`src/hdl/sdd_pkg.sv`:
```
// Shared beat type for the duplicate detector cell chain.
`default_nettype none

package sdd_pkg;

  // One beat as it moves down the cell chain, with the results gathered so far.
  typedef struct packed {
    logic               valid;
    logic signed [31:0] value;
    logic               first;
    logic               last;
    logic               epoch;
    logic               hit;
    logic               stored;
    logic               report;
  } beat_t;

endpackage

`default_nettype wire

```
`src/hdl/sdd_cell.sv`:
```
// One cell of the chain: holds a single stored value and checks each passing beat against it.
`default_nettype none

module sdd_cell (
  input  wire logic          clk,
  input  wire logic          rst_n,
  input  wire logic          advance,
  input  sdd_pkg::beat_t     beat_in,
  output sdd_pkg::beat_t     beat_out
);

  logic               held_valid_r;
  logic               epoch_r;
  logic signed [31:0] value_r;
  logic               reported_r;
  logic               beat_valid_r;
  sdd_pkg::beat_t     beat_data_r;

  logic               live;
  logic               match;
  logic               claim;
  sdd_pkg::beat_t     beat_nxt;

  // The entry counts only if it was written in the beat's own list.
  assign live  = held_valid_r && (epoch_r == beat_in.epoch);
  assign match = live && (value_r == beat_in.value);
  assign claim = !live && !beat_in.hit && !beat_in.stored;

  // Fold this cell's outcome into the passing beat.
  always_comb begin
    beat_nxt = beat_in;
    if (match) begin
      beat_nxt.hit    = 1'b1;
      beat_nxt.report = !reported_r;
    end
    if (claim) begin
      beat_nxt.stored = 1'b1;
    end
  end

  // Entry control state; a beat from a newer list retires a stale entry.
  always_ff @(posedge clk) begin
    if (!rst_n) begin
      held_valid_r <= 1'b0;
      epoch_r      <= 1'b0;
    end else if (advance && beat_in.valid) begin
      held_valid_r <= live || claim;
      epoch_r      <= beat_in.epoch;
    end
  end

  // Entry payload.
  always_ff @(posedge clk) begin
    if (advance && beat_in.valid) begin
      if (claim) begin
        value_r    <= beat_in.value;
        reported_r <= 1'b0;
      end else if (match) begin
        reported_r <= 1'b1;
      end
    end
  end

  // Hand the beat to the next cell.
  always_ff @(posedge clk) begin
    if (!rst_n) begin
      beat_valid_r <= 1'b0;
    end else if (advance) begin
      beat_valid_r <= beat_in.valid;
    end
  end

  always_ff @(posedge clk) begin
    if (advance) begin
      beat_data_r <= beat_nxt;
    end
  end

  always_comb begin
    beat_out       = beat_data_r;
    beat_out.valid = beat_valid_r;
  end

endmodule

`default_nettype wire

```
`config.mk`:
```
export PLATFORM = sky130hd
export DESIGN_NAME = sdd_cell
export DESIGN_NICKNAME = d
export VERILOG_FILES = /design/src/hdl/sdd_pkg.sv /design/src/hdl/sdd_cell.sv
export SDC_FILE = /design/constraint.sdc
export NUM_CORES = 1
export LEC_CHECK = 0
export BUFFER_PORTS_ARGS = -buffer_cell sky130_fd_sc_hd__buf_2
export CAP_MARGIN = 10
export CORE_AREA = 8 8 80 82
export DETAILED_ROUTE_END_ITERATION = 8
export DIE_AREA = 0 0 88 90
export PLACE_DENSITY = 0.82
export SLEW_MARGIN = 25
export SYNTH_ARGS = -nofsm -noshare
export SYNTH_HDL_FRONTEND = slang
export SYNTH_SLANG_ARGS = --single-unit
```
`constraint.sdc`:
```
create_clock -name clk -period 4.7 [get_ports clk]
set_input_delay 0.235 -clock clk [delete_from_list [all_inputs] [get_ports clk]]
set_output_delay 0.235 -clock clk [all_outputs]
set_load 0.02 [all_outputs]
```
==> flow_metrics.py <==
metrics = {
    "status": {
        "status": "finished clean",
    },
    "power": {
        "p_per_area_nw_per_um2": 417,
        "leakage_uw": 0.00129,
        "vdd_drop_max_mv": 0.273,
    },
    "sta": {
        "rsz0062_at_grt": "no",
        "period_share_pct": 46.1,
        "finalSetupViolations": 0,
        "fin_crit_ps": 2160,
        "hold_violations": 0,
        "timing.hold.ws_ps": 73.7,
        "tns_ps": 0,
        "slew_headroom_pct": 39.5,
        "worstMarginPinSlew_ps": 906,
        "max_freq_ghz": 0.462,
        "skew_ps": 6.89,
        "slew_viol_final": 0,
    },
    "placement": {
        "place_hpwl_um": 3580,
        "gp_congestion": 0.682,
        "io_buffers": 80,
        "place_area_um2": 3170,
    },
    "finish": {
        "layout_commonest_cell": "buf_2",
        "antenna_cells": 0,
        "fin_util_pct": 64.7,
        "layout-drive-gt1-share_pct": 43.9,
        "final_area_um2": 3390,
        "nFillCells": 378,
        "final_cell_mix": "buf_2, edfxtp_1, xor2_1",
        "nNetsFinal": 267,
        "area_delta_synth_final_pct": 26.4,
    },
    "detailed_routing": {
        "post_drt_wl_per_cell_um": 16.0,
        "postRouteAntennaNets": 0,
        "num_vias": 1453,
        "drtIter0Drc": 80,
        "wirelength_um": 4840,
        "first_pass_iters": 4,
        "vias_per_cell": 4.81,
        "drc": 0,
    },
    "floorplanning": {
        "die_h_um": 90,
        "die_w_um": 88,
        "rows": 27,
        "initial_utilization_pct": 51.2,
        "io-pin-count": 81,
        "dieArea_um2": 7920,
        "fp.coreArea_um2": 5240,
    },
    "global_route": {
        "antenna_found_initial": 2,
        "grt_pass1_wl_um": 7730,
        "grt_max_degree": 42,
        "overflow": 0,
        "grt_pass1_vias": 1595,
        "grt_use_total_pct": 13.0,
    },
    "critical_path": {
        "rrSetupSlack_ps": 2540,
        "crit_required_ps": 4660,
        "path_class": "reg -> reg",
        "worstPathMaxFanout": 33,
        "crit_arrival_ps": 2130,
        "r2r-end": "value_r[27]",
        "crit-reg2reg-launch": "epoch_r",
        "cp-end-kind": "flip-flop",
        "r2r_cells": 4,
        "worst_setup_path_start_kind": "flip-flop",
    },
    "logic_synthesis": {
        "synth_cell_type_count": 22,
        "synth_edf_count": 71,
        "syn_nets": 177,
        "synth_area_um2": 2680,
        "synthCells": 135,
        "synth_seq_cells": 74,
        "yosysWarnings": 0,
        "synth_seq_area_share_pct": 81.8,
        "async_flop_share_pct": 0,
        "synth_ff_type": "edfxtp_1",
        "avgSynthCellArea_um2": 19.8,
    },
    "clocking": {
        "cts_resized": 0,
        "cts_tree": "done",
        "clk_latency_ps": 340,
        "cts-buffers-inserted": 9,
        "cts-root-buf": "clkbuf_8",
        "cts.htree.levels": 3,
        "cts.path.max_buffers": 2,
        "cts_hold_buf": 0,
        "post-cts-setup-buffers": 0,
        "path_clk_slew_ps": 70,
        "clock_sinks": 74,
    },
    "job": {
        "drv_cap": 0,
    },
    "min_path": {
        "hold_depth": 1,
        "hold_class": "in -> reg",
        "hp-start": "beat_in[4]",
        "holdPathEnd": "beat_out[4]",
    },
}
## metrics by stage
stage | setup slack, ps | power (uW) | instances
4_1_cts | 2550 | 1430 | 302
6_report | 2540 | 1410 | 302
3_3_place_gp | 2360 | 901 | 286
3_5_place_dp | 2220 | 905 | 286
5_1_grt | 2400 | 1460 | 302
2_1_floorplan | 1950 | 841 | 135
## cell type report
type                            count  area, um2  area share, %
Tap cell                           72       90.1           2.66
Multi-Input combinational cell     59        483           14.3
Timing Repair Buffer               80        400           11.8
Sequential cell                    74       2190           64.7
Clock buffer                        9        124           3.66
Clock inverter                      7       93.8           2.77
Inverter                            1       3.75          0.111
## worst max-delay path, stage by stage, from the launching register on
cell and delay [ps]:
dfxtp_1 340, xnor2_1 150, and2_1 190, or3_1 380, nor2_4 710
## how the worst max path moves through the flow
stage               slack [ps]  startpoint  cells after the start           to
floorplan                 1950     epoch_r                      4   value_r[0]
global placement          2360     advance                      3   value_r[7]
detailed placement        2220     advance                      3   value_r[6]
CTS                       2550     epoch_r                      4   value_r[3]
global route              2400     epoch_r                      4   value_r[6]
finish                    2540     epoch_r                      4  value_r[27]
## Yosys cell counts, types with 2 or more instances
| cell type | count | share of area (%) |
|---|---|---|
| nor4_1 | 3 | 0.70 |
| a21boi_0 | 2 | 0.56 |
| dfxtp_1 | 3 | 2.2 |
| nand2_1 | 2 | 0.28 |
| nand3_1 | 2 | 0.37 |
| xnor2_1 | 9 | 2.9 |
| xor2_1 | 24 | 7.8 |
| nand4_1 | 3 | 0.70 |
| o21a_1 | 2 | 0.56 |
| edfxtp_1 | 71 | 80 |
| nor4_2 | 3 | 1.4 |
## sequential cells by signal, indices dropped and copies added (netlist names)
signal and count:
beat_valid_r 1, epoch_r 1, held_valid_r 1, beat_out 38
value_r 32, reported_r 1
## report_power, final
group	total [uW]	internal, uW	switching (uW)
sequential	767	759	8.44
clock	523	297	226
combinational	120	42.1	78.1
## cells by family (layout without fill, tap and decap cells)
logic type | count (synthesis) | in the layout | synth area share, %
xor gates and xnor gates | 33 | 33 | 10.8
and+or+nand+nor | 19 | 19 | 5.00
muxes | 1 | 1 | 0.374
buffers and inverters | 2 | 97 | 0.420
DFF | 74 | 74 | 81.8
AOI/OAI and AO/OA | 6 | 6 | 1.59
## layer usage
layer,global-route usage [%],routed length (um),up-vias
met4,6.46,73,4
met1,13.8,1880,681
li1,-,-,693
met5,0,18,-
met3,6.19,476,11
met2,21.0,2390,64
No activity file was read; power rests on OpenSTA's default activity.
